File: config.mk
export PLATFORM = sky130hd
export DESIGN_NAME = hop_delay_time_sync_accumulator_flat
export DESIGN_NICKNAME = d
export VERILOG_FILES = /design/src/design/hdts_pkg.sv /design/src/design/hdts_if.sv /design/src/design/hdts_cfg_regs.sv /design/src/design/hdts_hop_calc.sv /design/src/design/hop_delay_time_sync_accumulator.sv /design/src/flat_wrapper.sv
export SDC_FILE = /design/constraint.sdc
export NUM_CORES = 1
export LEC_CHECK = 0
export ABC_CLOCK_PERIOD_IN_PS = 10100
export CORE_ASPECT_RATIO = 0.75
export CORE_MARGIN = 4
export CORE_UTILIZATION = 25
export DETAILED_ROUTE_END_ITERATION = 8
export DONT_BUFFER_PORTS = 1
export SYNTH_ARGS = -nofsm -noshare
export SYNTH_HDL_FRONTEND = slang
export SYNTH_SLANG_ARGS = --single-unit
File: constraint.sdc
create_clock -name clk -period 10.1 [get_ports clk]
set_input_delay 1.01 -clock clk [delete_from_list [all_inputs] [get_ports clk]]
set_output_delay 1.01 -clock clk [all_outputs]
set_load 0.01 [all_outputs]
File: src/design/hdts_pkg.sv
// ----------------------------------------------------------------------------
// hdts_pkg
// Shared types and constants for the hop delay time sync accumulator.
// ----------------------------------------------------------------------------
`default_nettype none

package hdts_pkg;

  // running sum width (8 to 16)
  localparam int TIME_BITS   = 14;
  localparam int TIME_LOW_W  = 14;
  localparam int TIME_EXT_W  = (TIME_BITS > TIME_LOW_W) ? TIME_BITS : TIME_LOW_W;

  localparam int STAMP_W     = 16;
  localparam int OFFSET_W    = 16;
  localparam int DELAY_W     = 17;
  // raw difference plus offset needs one bit more than the halved delay
  localparam int RAW_W       = DELAY_W + 1;
  localparam int CFG_IDX_W   = 3;
  localparam int CFG_DATA_W  = 17;

  localparam logic [RAW_W-1:0] NEG_WRAP_ADD = RAW_W'(16'h3fff);

  typedef enum logic [1:0] {
    NODE_FDU  = 2'd0,
    NODE_LCI  = 2'd1,
    NODE_LAUX = 2'd2,
    NODE_LAUL = 2'd3
  } node_type_t;

  typedef enum logic [1:0] {
    DIR_TOP   = 2'd0,
    DIR_DOWN  = 2'd1,
    DIR_LEFT  = 2'd2,
    DIR_RIGHT = 2'd3
  } route_dir_t;

  typedef enum logic [CFG_IDX_W-1:0] {
    REG_ROUTE_DIRECTION    = 3'd0,
    REG_OFFSET_FDU_TO_FDU  = 3'd1,
    REG_OFFSET_LCI_TO_FDU  = 3'd2,
    REG_OFFSET_FDU_TO_LAUL = 3'd3,
    REG_OFFSET_LAUL_TO_FDU = 3'd4,
    REG_DELAY_LIMIT        = 3'd5,
    REG_DELAY_DEFAULT      = 3'd6,
    REG_SAMPLING_ACTIVE    = 3'd7
  } cfg_idx_t;

  typedef struct packed {
    route_dir_t                  route_direction;
    logic signed [OFFSET_W-1:0]  offset_fdu_to_fdu;
    logic signed [OFFSET_W-1:0]  offset_lci_to_fdu;
    logic signed [OFFSET_W-1:0]  offset_fdu_to_laul;
    logic signed [OFFSET_W-1:0]  offset_laul_to_fdu;
    logic signed [DELAY_W-1:0]   delay_limit;
    logic signed [DELAY_W-1:0]   delay_default;
    logic                        sampling_active;
  } hdts_cfg_t;

  typedef struct packed {
    logic                route_start;
    node_type_t          upstream_type;
    node_type_t          downstream_type;
    logic [STAMP_W-1:0]  recv_top;
    logic [STAMP_W-1:0]  recv_down;
    logic [STAMP_W-1:0]  recv_left;
    logic [STAMP_W-1:0]  recv_right;
    logic [STAMP_W-1:0]  recv_plain;
    logic [STAMP_W-1:0]  downstream_send;
    logic                downstream_acked;
  } hop_item_t;

  typedef struct packed {
    logic signed [DELAY_W-1:0]  hop_delay;
    logic [TIME_LOW_W-1:0]      time_low;
    logic                       set_frame_due;
  } hop_result_t;

endpackage

`default_nettype wire

File: src/design/hdts_if.sv
// ----------------------------------------------------------------------------
// hdts_if
// Valid/ready channels for hop words in and hop results out.
// ----------------------------------------------------------------------------
`default_nettype none

interface hdts_in_if;
  logic        valid;
  logic        ready;
  logic        route_start;
  logic [1:0]  upstream_type;
  logic [1:0]  downstream_type;
  logic [15:0] recv_top;
  logic [15:0] recv_down;
  logic [15:0] recv_left;
  logic [15:0] recv_right;
  logic [15:0] recv_plain;
  logic [15:0] downstream_send;
  logic        downstream_acked;

  modport source (
    output valid, route_start, upstream_type, downstream_type, recv_top, recv_down,
           recv_left, recv_right, recv_plain, downstream_send, downstream_acked,
    input  ready
  );
  modport sink (
    input  valid, route_start, upstream_type, downstream_type, recv_top, recv_down,
           recv_left, recv_right, recv_plain, downstream_send, downstream_acked,
    output ready
  );
  modport mon (
    input valid, ready, route_start, upstream_type, downstream_type, recv_top,
          recv_down, recv_left, recv_right, recv_plain, downstream_send,
          downstream_acked
  );
endinterface

interface hdts_out_if;
  logic               valid;
  logic               ready;
  logic signed [16:0] hop_delay;
  logic [13:0]        time_low;
  logic               set_frame_due;

  modport source (
    output valid, hop_delay, time_low, set_frame_due,
    input  ready
  );
  modport sink (
    input  valid, hop_delay, time_low, set_frame_due,
    output ready
  );
  modport mon (
    input valid, ready, hop_delay, time_low, set_frame_due
  );
endinterface

`default_nettype wire

File: src/design/hdts_cfg_regs.sv
// ----------------------------------------------------------------------------
// hdts_cfg_regs
// Configuration register file, written through a plain write port.
// ----------------------------------------------------------------------------
`default_nettype none

module hdts_cfg_regs
  import hdts_pkg::*;
(
  input  wire logic                  clk,
  input  wire logic                  rst_n,
  input  wire logic                  cfg_we,
  input  wire logic [CFG_IDX_W-1:0]  cfg_index,
  input  wire logic [CFG_DATA_W-1:0] cfg_wdata,
  output hdts_cfg_t                  cfg
);

  hdts_cfg_t cfg_r;

  always_ff @(posedge clk) begin
    if (!rst_n) begin
      cfg_r <= '0;
    end else if (cfg_we) begin
      unique case (cfg_idx_t'(cfg_index))
        REG_ROUTE_DIRECTION:    cfg_r.route_direction    <= route_dir_t'(cfg_wdata[1:0]);
        REG_OFFSET_FDU_TO_FDU:  cfg_r.offset_fdu_to_fdu  <= cfg_wdata[OFFSET_W-1:0];
        REG_OFFSET_LCI_TO_FDU:  cfg_r.offset_lci_to_fdu  <= cfg_wdata[OFFSET_W-1:0];
        REG_OFFSET_FDU_TO_LAUL: cfg_r.offset_fdu_to_laul <= cfg_wdata[OFFSET_W-1:0];
        REG_OFFSET_LAUL_TO_FDU: cfg_r.offset_laul_to_fdu <= cfg_wdata[OFFSET_W-1:0];
        REG_DELAY_LIMIT:        cfg_r.delay_limit        <= cfg_wdata[DELAY_W-1:0];
        REG_DELAY_DEFAULT:      cfg_r.delay_default      <= cfg_wdata[DELAY_W-1:0];
        REG_SAMPLING_ACTIVE:    cfg_r.sampling_active    <= cfg_wdata[0];
      endcase
    end
  end

  assign cfg = cfg_r;

endmodule

`default_nettype wire

File: src/design/hdts_hop_calc.sv
// ----------------------------------------------------------------------------
// hdts_hop_calc
// Hop delay arithmetic: select, subtract, wrap, offset, halve, limit, sum.
// ----------------------------------------------------------------------------
`default_nettype none

module hdts_hop_calc
  import hdts_pkg::*;
(
  input  wire hop_item_t             item,
  input  wire hdts_cfg_t             cfg,
  input  wire logic [TIME_BITS-1:0]  sum_cur,
  output logic [TIME_BITS-1:0]       sum_nxt,
  output hop_result_t                res
);

  logic [STAMP_W-1:0]        recv;
  logic signed [RAW_W-1:0]   diff;
  logic signed [RAW_W-1:0]   wrapped;
  logic signed [OFFSET_W-1:0] offset;
  logic signed [RAW_W-1:0]   comp;
  logic signed [DELAY_W-1:0] halved;
  logic signed [DELAY_W-1:0] delay;
  logic [TIME_BITS-1:0]      sum_base;
  logic [TIME_EXT_W-1:0]     sum_ext;

  always_comb begin
    // stations pick the receive time on the side the route runs along
    if (item.upstream_type == NODE_LCI || item.upstream_type == NODE_LAUX) begin
      unique case (cfg.route_direction)
        DIR_TOP:   recv = item.recv_top;
        DIR_DOWN:  recv = item.recv_down;
        DIR_LEFT:  recv = item.recv_left;
        DIR_RIGHT: recv = item.recv_right;
      endcase
    end else begin
      recv = item.recv_plain;
    end

    diff    = RAW_W'({2'b00, recv}) - RAW_W'({2'b00, item.downstream_send});
    wrapped = diff[RAW_W-1] ? diff + NEG_WRAP_ADD : diff;

    priority if (item.upstream_type == NODE_FDU && item.downstream_type == NODE_FDU) begin
      offset = cfg.offset_fdu_to_fdu;
    end else if (item.upstream_type == NODE_LCI && item.downstream_type == NODE_FDU) begin
      offset = cfg.offset_lci_to_fdu;
    end else if (item.upstream_type == NODE_FDU && item.downstream_type == NODE_LAUL) begin
      offset = cfg.offset_fdu_to_laul;
    end else if (item.upstream_type == NODE_LAUL && item.downstream_type == NODE_FDU) begin
      offset = cfg.offset_laul_to_fdu;
    end else begin
      offset = '0;
    end

    comp   = wrapped + RAW_W'(offset);
    // floor halving: drop the low bit of the two's complement value
    halved = comp[RAW_W-1:1];
    delay  = (halved > cfg.delay_limit) ? cfg.delay_default : halved;

    sum_base = item.route_start ? '0 : sum_cur;
    sum_nxt  = TIME_BITS'(sum_base + delay[TIME_BITS-1:0]);
    sum_ext  = TIME_EXT_W'(sum_nxt);

    res.hop_delay     = delay;
    res.time_low      = sum_ext[TIME_LOW_W-1:0];
    res.set_frame_due = !cfg.sampling_active || !item.downstream_acked;
  end

endmodule

`default_nettype wire

File: src/design/hop_delay_time_sync_accumulator.sv
// ----------------------------------------------------------------------------
// hop_delay_time_sync_accumulator
// Per-hop delay compensation and running time sum for line time sync.
// ----------------------------------------------------------------------------
//
//   channel  dir  handshake      word
//   in_ch    in   valid/ready    one hop: node types, receive/send times, ack
//   out_ch   out  valid/ready    hop_delay, time_low, set_frame_due
//   cfg_*    in   cfg_we only    register index and write data
//
// one hop word per cycle while the result is not stalled; the path runs through
// the input register, then the arithmetic into the result register with the sum
// the running sum updates as a result is loaded, so hops chain back to back
// synchronous reset clears valids, the running sum and the config registers
// a stalled result holds; the input register still takes a word when the
// result register frees up in the same cycle
// ----------------------------------------------------------------------------
`default_nettype none

module hop_delay_time_sync_accumulator
  import hdts_pkg::*;
(
  input  wire logic                  clk,
  input  wire logic                  rst_n,
  hdts_in_if.sink                    in_ch,
  hdts_out_if.source                 out_ch,
  input  wire logic                  cfg_we,
  input  wire logic [CFG_IDX_W-1:0]  cfg_index,
  input  wire logic [CFG_DATA_W-1:0] cfg_wdata
);

  hdts_cfg_t            cfg;
  hop_item_t            item_r;
  logic                 item_vld_r;
  hop_result_t          res_r;
  hop_result_t          res_nxt;
  logic                 res_vld_r;
  logic [TIME_BITS-1:0] sum_r;
  logic [TIME_BITS-1:0] sum_nxt;
  logic                 advance;
  logic                 in_take;

  hdts_cfg_regs u_cfg (
    .clk       (clk),
    .rst_n     (rst_n),
    .cfg_we    (cfg_we),
    .cfg_index (cfg_index),
    .cfg_wdata (cfg_wdata),
    .cfg       (cfg)
  );

  hdts_hop_calc u_calc (
    .item    (item_r),
    .cfg     (cfg),
    .sum_cur (sum_r),
    .sum_nxt (sum_nxt),
    .res     (res_nxt)
  );

  assign advance     = item_vld_r && (!res_vld_r || out_ch.ready);
  assign in_ch.ready = !item_vld_r || advance;
  assign in_take     = in_ch.valid && in_ch.ready;

  always_ff @(posedge clk) begin
    if (!rst_n) begin
      item_vld_r <= 1'b0;
      res_vld_r  <= 1'b0;
      sum_r      <= '0;
    end else begin
      item_vld_r <= in_take || (item_vld_r && !advance);
      if (advance) begin
        res_vld_r <= 1'b1;
        sum_r     <= sum_nxt;
      end else if (out_ch.ready) begin
        res_vld_r <= 1'b0;
      end
    end
  end

  always_ff @(posedge clk) begin
    if (in_take) begin
      item_r.route_start      <= in_ch.route_start;
      item_r.upstream_type    <= node_type_t'(in_ch.upstream_type);
      item_r.downstream_type  <= node_type_t'(in_ch.downstream_type);
      item_r.recv_top         <= in_ch.recv_top;
      item_r.recv_down        <= in_ch.recv_down;
      item_r.recv_left        <= in_ch.recv_left;
      item_r.recv_right       <= in_ch.recv_right;
      item_r.recv_plain       <= in_ch.recv_plain;
      item_r.downstream_send  <= in_ch.downstream_send;
      item_r.downstream_acked <= in_ch.downstream_acked;
    end
    if (advance) begin
      res_r <= res_nxt;
    end
  end

  assign out_ch.valid         = res_vld_r;
  assign out_ch.hop_delay     = res_r.hop_delay;
  assign out_ch.time_low      = res_r.time_low;
  assign out_ch.set_frame_due = res_r.set_frame_due;

endmodule

`default_nettype wire

File: src/flat_wrapper.sv
// flat-port wrapper written by rule: the top's interface ports become plain ports
module hop_delay_time_sync_accumulator_flat import hdts_pkg::*;
  (clk, rst_n, cfg_we, cfg_index, cfg_wdata, in_ch_valid, in_ch_route_start, in_ch_upstream_type, in_ch_downstream_type, in_ch_recv_top, in_ch_recv_down, in_ch_recv_left, in_ch_recv_right, in_ch_recv_plain, in_ch_downstream_send, in_ch_downstream_acked, in_ch_ready, out_ch_valid, out_ch_hop_delay, out_ch_time_low, out_ch_set_frame_due, out_ch_ready);
  hdts_in_if in_ch_i ();
  hdts_out_if out_ch_i ();
  input  wire logic clk;
  input  wire logic rst_n;
  input  wire logic cfg_we;
  input  wire logic [CFG_IDX_W-1:0] cfg_index;
  input  wire logic [CFG_DATA_W-1:0] cfg_wdata;
  input wire logic [$bits(in_ch_i.valid)-1:0] in_ch_valid;
  input wire logic [$bits(in_ch_i.route_start)-1:0] in_ch_route_start;
  input wire logic [$bits(in_ch_i.upstream_type)-1:0] in_ch_upstream_type;
  input wire logic [$bits(in_ch_i.downstream_type)-1:0] in_ch_downstream_type;
  input wire logic [$bits(in_ch_i.recv_top)-1:0] in_ch_recv_top;
  input wire logic [$bits(in_ch_i.recv_down)-1:0] in_ch_recv_down;
  input wire logic [$bits(in_ch_i.recv_left)-1:0] in_ch_recv_left;
  input wire logic [$bits(in_ch_i.recv_right)-1:0] in_ch_recv_right;
  input wire logic [$bits(in_ch_i.recv_plain)-1:0] in_ch_recv_plain;
  input wire logic [$bits(in_ch_i.downstream_send)-1:0] in_ch_downstream_send;
  input wire logic [$bits(in_ch_i.downstream_acked)-1:0] in_ch_downstream_acked;
  output wire logic [$bits(in_ch_i.ready)-1:0] in_ch_ready;
  output wire logic [$bits(out_ch_i.valid)-1:0] out_ch_valid;
  output wire logic [$bits(out_ch_i.hop_delay)-1:0] out_ch_hop_delay;
  output wire logic [$bits(out_ch_i.time_low)-1:0] out_ch_time_low;
  output wire logic [$bits(out_ch_i.set_frame_due)-1:0] out_ch_set_frame_due;
  input wire logic [$bits(out_ch_i.ready)-1:0] out_ch_ready;
  assign in_ch_i.valid = in_ch_valid;
  assign in_ch_i.route_start = in_ch_route_start;
  assign in_ch_i.upstream_type = in_ch_upstream_type;
  assign in_ch_i.downstream_type = in_ch_downstream_type;
  assign in_ch_i.recv_top = in_ch_recv_top;
  assign in_ch_i.recv_down = in_ch_recv_down;
  assign in_ch_i.recv_left = in_ch_recv_left;
  assign in_ch_i.recv_right = in_ch_recv_right;
  assign in_ch_i.recv_plain = in_ch_recv_plain;
  assign in_ch_i.downstream_send = in_ch_downstream_send;
  assign in_ch_i.downstream_acked = in_ch_downstream_acked;
  assign in_ch_ready = in_ch_i.ready;
  assign out_ch_valid = out_ch_i.valid;
  assign out_ch_hop_delay = out_ch_i.hop_delay;
  assign out_ch_time_low = out_ch_i.time_low;
  assign out_ch_set_frame_due = out_ch_i.set_frame_due;
  assign out_ch_i.ready = out_ch_ready;
  hop_delay_time_sync_accumulator u_core (.clk(clk), .rst_n(rst_n), .in_ch(in_ch_i), .out_ch(out_ch_i), .cfg_we(cfg_we), .cfg_index(cfg_index), .cfg_wdata(cfg_wdata));
endmodule
==> out/metrics.yaml <==
drt:
  avgViaCountPerCell: 4.803
  wl_per_cell_um: 19.18
  drt-total-wl_mm: 39.38
  first_pass_iters: 5
  drc: 0
  drtIter0Drc: 689
  ant_nets: 0
  vias: 9861
finish:
  areaGrowthSynthToFinish_pct: 12.99
  drive_gt1_frac: 0.1133
  fillers: 5387
  fin_nets: 1516
  fin_area_mm2: 0.01520
  layout_commonest_cell: "nand2_1"
  antenna_cells: 0
  mostFrequentLayoutCells: "nand2_1, edfxtp_1, dfxtp_1"
placed_design:
  postPlaceCellArea_mm2: 0.01418
  gp_congestion: 0.8757
  hpwl_mm: 29.50
  portBuffers: 0
sta:
  finalHoldViolations: 0
  worst_pin_slew_ns: 1.134
  final_max_slew_viol_count: 0
  slew_headroom: 0.2415
  min_period_ns: 9.446
  fmax_mhz: 105.9
  fin_crit_sh: 0.9352
  fin_worst_skew_ns: 0.01331
  setup_viol: 0
floorplanning:
  dieWidth_um: 275.8
  initial_core_util: 0.2535
  fp.dieArea_mm2: 0.05762
  num_rows: 73
  chipHeight_um: 208.9
  coreArea_mm2: 0.05307
  ios: 161
cts:
  path_clk_slew_ns: 0.06
  cts_sinks: 251
  cts_htree_levels: 1
  insertion_delay_ns: 0.56
  clk_path_buf_depth: 3
  cts_tree: "done"
  cts_root_buf: "clkbuf_16"
  cts_buffers: 27
  cts_hold_buf: 0
power_and_ir_drop:
  ir_worst_vdd_mv: 0.1119
  p_leak_nw: 5.376
  power_w: 0.003188
  powerDensity_mw_per_mm2: 209.8
run_status:
  status: "finished clean"
worst_setup_path:
  reg2reg_from: "u_core.u_cfg.cfg[100]"
  r2r-end: "u_core.out_ch.time_low[10]"
  start_kind: "flop"
  cp-startpoint: "u_core.u_cfg.cfg[100]"
  critPathKind: "reg2reg"
  worst-path-max-fanout: 15
  critPathArrivalTime_ns: 9.76
  end_kind: "flop"
  worstPathRequired_ns: 10.41
  critPathSlowestCell: "mux4_2"
  endpoint: "u_core.out_ch.time_low[10]"
  ff2ff_path_depth: 41
  max_stage_delay_ns: 0.51
  reg2reg_slack_ns: 0.65
flow_run:
  maxCapViolCount: 0
grt:
  grt_pass1_vias: 9401
  grt_first_pass_wirelength_mm: 58.73
  grt_max_degree: 122
  grt_overflow_total: 0
  grt_usage: 0.1320
  antenna_found_initial: 4
synth:
  synth_area_per_cell_um2: 10.05
  synthCells: 1339
  async_reset_ff_frac: 0
  synthFlopType: "edfxtp_1"
  syn_area_mm2: 0.01345
  synth_fp_nets: 1535
  synth_edf_count: 134
  yosysSeqAreaShare: 0.4733
  ys_warn_count: 0
  synth-seq-cells: 251
  yosysUniqueCellTypes: 93
min_path:
  hp-class: "reg2reg"
state kept, by name, summed over array words and instances (netlist names):
register and flops:
u_core.u_cfg.cfg 101, u_core.out_ch.hop_delay 17, u_core.sum_r 14, u_core.out_ch.set_frame_due 1, u_core.out_ch.valid 1, u_core.out_ch.time_low 14, u_core.item_r 102, u_core.item_vld_r 1
through the flow:
step	hold WS, ns	cells	TNS, ns	utilization	setup slack (ns)
2_1_floorplan	0.4330	1339	0	-	0.1097
4_1_cts	0.4616	2048	0	0.2845	0.3021
5_1_grt	0.4741	2053	-0.02527	0.2864	-0.01891
6_report	0.4594	2053	0	0.2864	0.6544
3_5_place_dp	0.4531	1998	0	0.2672	0.3143
3_3_place_gp	0.4452	1998	0	0.2672	0.5548
worst max-delay path: cells and delay by family (launching register included):
family / cells / cell delay, ns
AOI/OAI and AO/OA: 19 / 3.79
DFF: 1 / 0.41
xor gates and xnor gates: 1 / 0.26
adders and majority gates: 5 / 1.45
muxes: 2 / 0.79
and+or+nand+nor: 9 / 1.70
buffers and inverters: 5 / 0.76
cells in the mapped netlist, drive strengths merged (5+ instances only):
cell type / count / area (um^2)
a21oi: 42 / 225.2
nor2b: 38 / 245.2
nand2b: 11 / 68.82
a21o: 9 / 67.56
ha: 66 / 825.8
a311oi: 7 / 67.56
o21bai: 5 / 37.54
or2: 9 / 56.31
o21a: 10 / 75.07
edfxtp: 134 / 4024
mux2i: 10 / 100.1
nor2: 51 / 193.9
a22oi: 13 / 97.59
nand2: 277 / 1042
or3: 7 / 43.79
xnor2: 30 / 270.3
xor2: 12 / 105.1
nand3: 19 / 100.1
o21ai: 54 / 277.8
nor3: 20 / 111.4
a21boi: 109 / 818.3
dfxtp: 117 / 2342
and2: 6 / 37.54
mux2: 27 / 307.8
o31ai: 10 / 93.84
clkbuf: 54 / 203.9
a211oi: 7 / 70.07
o311ai: 5 / 58.81
and3: 14 / 87.58
o211ai: 5 / 37.54
a31oi: 5 / 31.28
buf: 11 / 65.06
inv: 65 / 244.0
mux4: 16 / 360.4
worst min path at each step:
stage,start,end,cells past startpoint
3_3_place_gp,u_core.u_cfg.cfg[77],u_core.u_cfg.cfg[77],2
6_report,u_core.sum_r[5],u_core.sum_r[5],2
3_5_place_dp,u_core.sum_r[5],u_core.sum_r[5],2
2_1_floorplan,u_core.u_cfg.cfg[0],u_core.out_ch.set_frame_due,1
4_1_cts,u_core.sum_r[5],u_core.sum_r[5],2
5_1_grt,u_core.u_cfg.cfg[13],u_core.u_cfg.cfg[13],2
area by class of cell:
cell class	count	area, um^2	share of cell area
multi-input combinational	957	6636	0.4366
sequential	251	6366	0.4188
tap	712	890.9	0.05861
clock buffer	42	850.8	0.05598
inverter	66	247.7	0.01630
timing repair buffer	17	140.1	0.009220
clock inverter	8	67.56	0.004445
where the power goes:
group / leakage (nW) / switching [W] / internal (W)
Clock: 0.456 / 0.000414 / 0.000606
Sequential: 2.24 / 0.0000503 / 0.00118
Combinational: 2.68 / 0.000563 / 0.000378
cell families (layout without fill, tap and decap cells):
family                     Yosys count  after routing  share of synthesized area
AOI/OAI and AO/OA                  323            323                     0.1786
xor gates and xnor gates            42             42                    0.02790
adders and majority gates           69             69                    0.06585
buffers and inverters              131            133                    0.03841
DFF                                251            251                     0.4733
muxes                               53             53                    0.05711
and+or+nand+nor                    470            470                     0.1589
metal layers:
metal	vias to the layer above	global-route usage	part of all wire
met4	8	0.02476	0.018
met2	313	0.1925	0.42
met3	48	0.04512	0.091
met1	4753	0.1906	0.47
li1	4739	-	-
met5	-	0	0.0015
repair_timing:
item | CTS | global route
resized for setup | 0 | 15
buffers inserted | 0 | 5
endpoints found under the hold margin | 0 | 0
setup endpoints to repair | 0 | 12
Power figures use the tool's default switching activity.
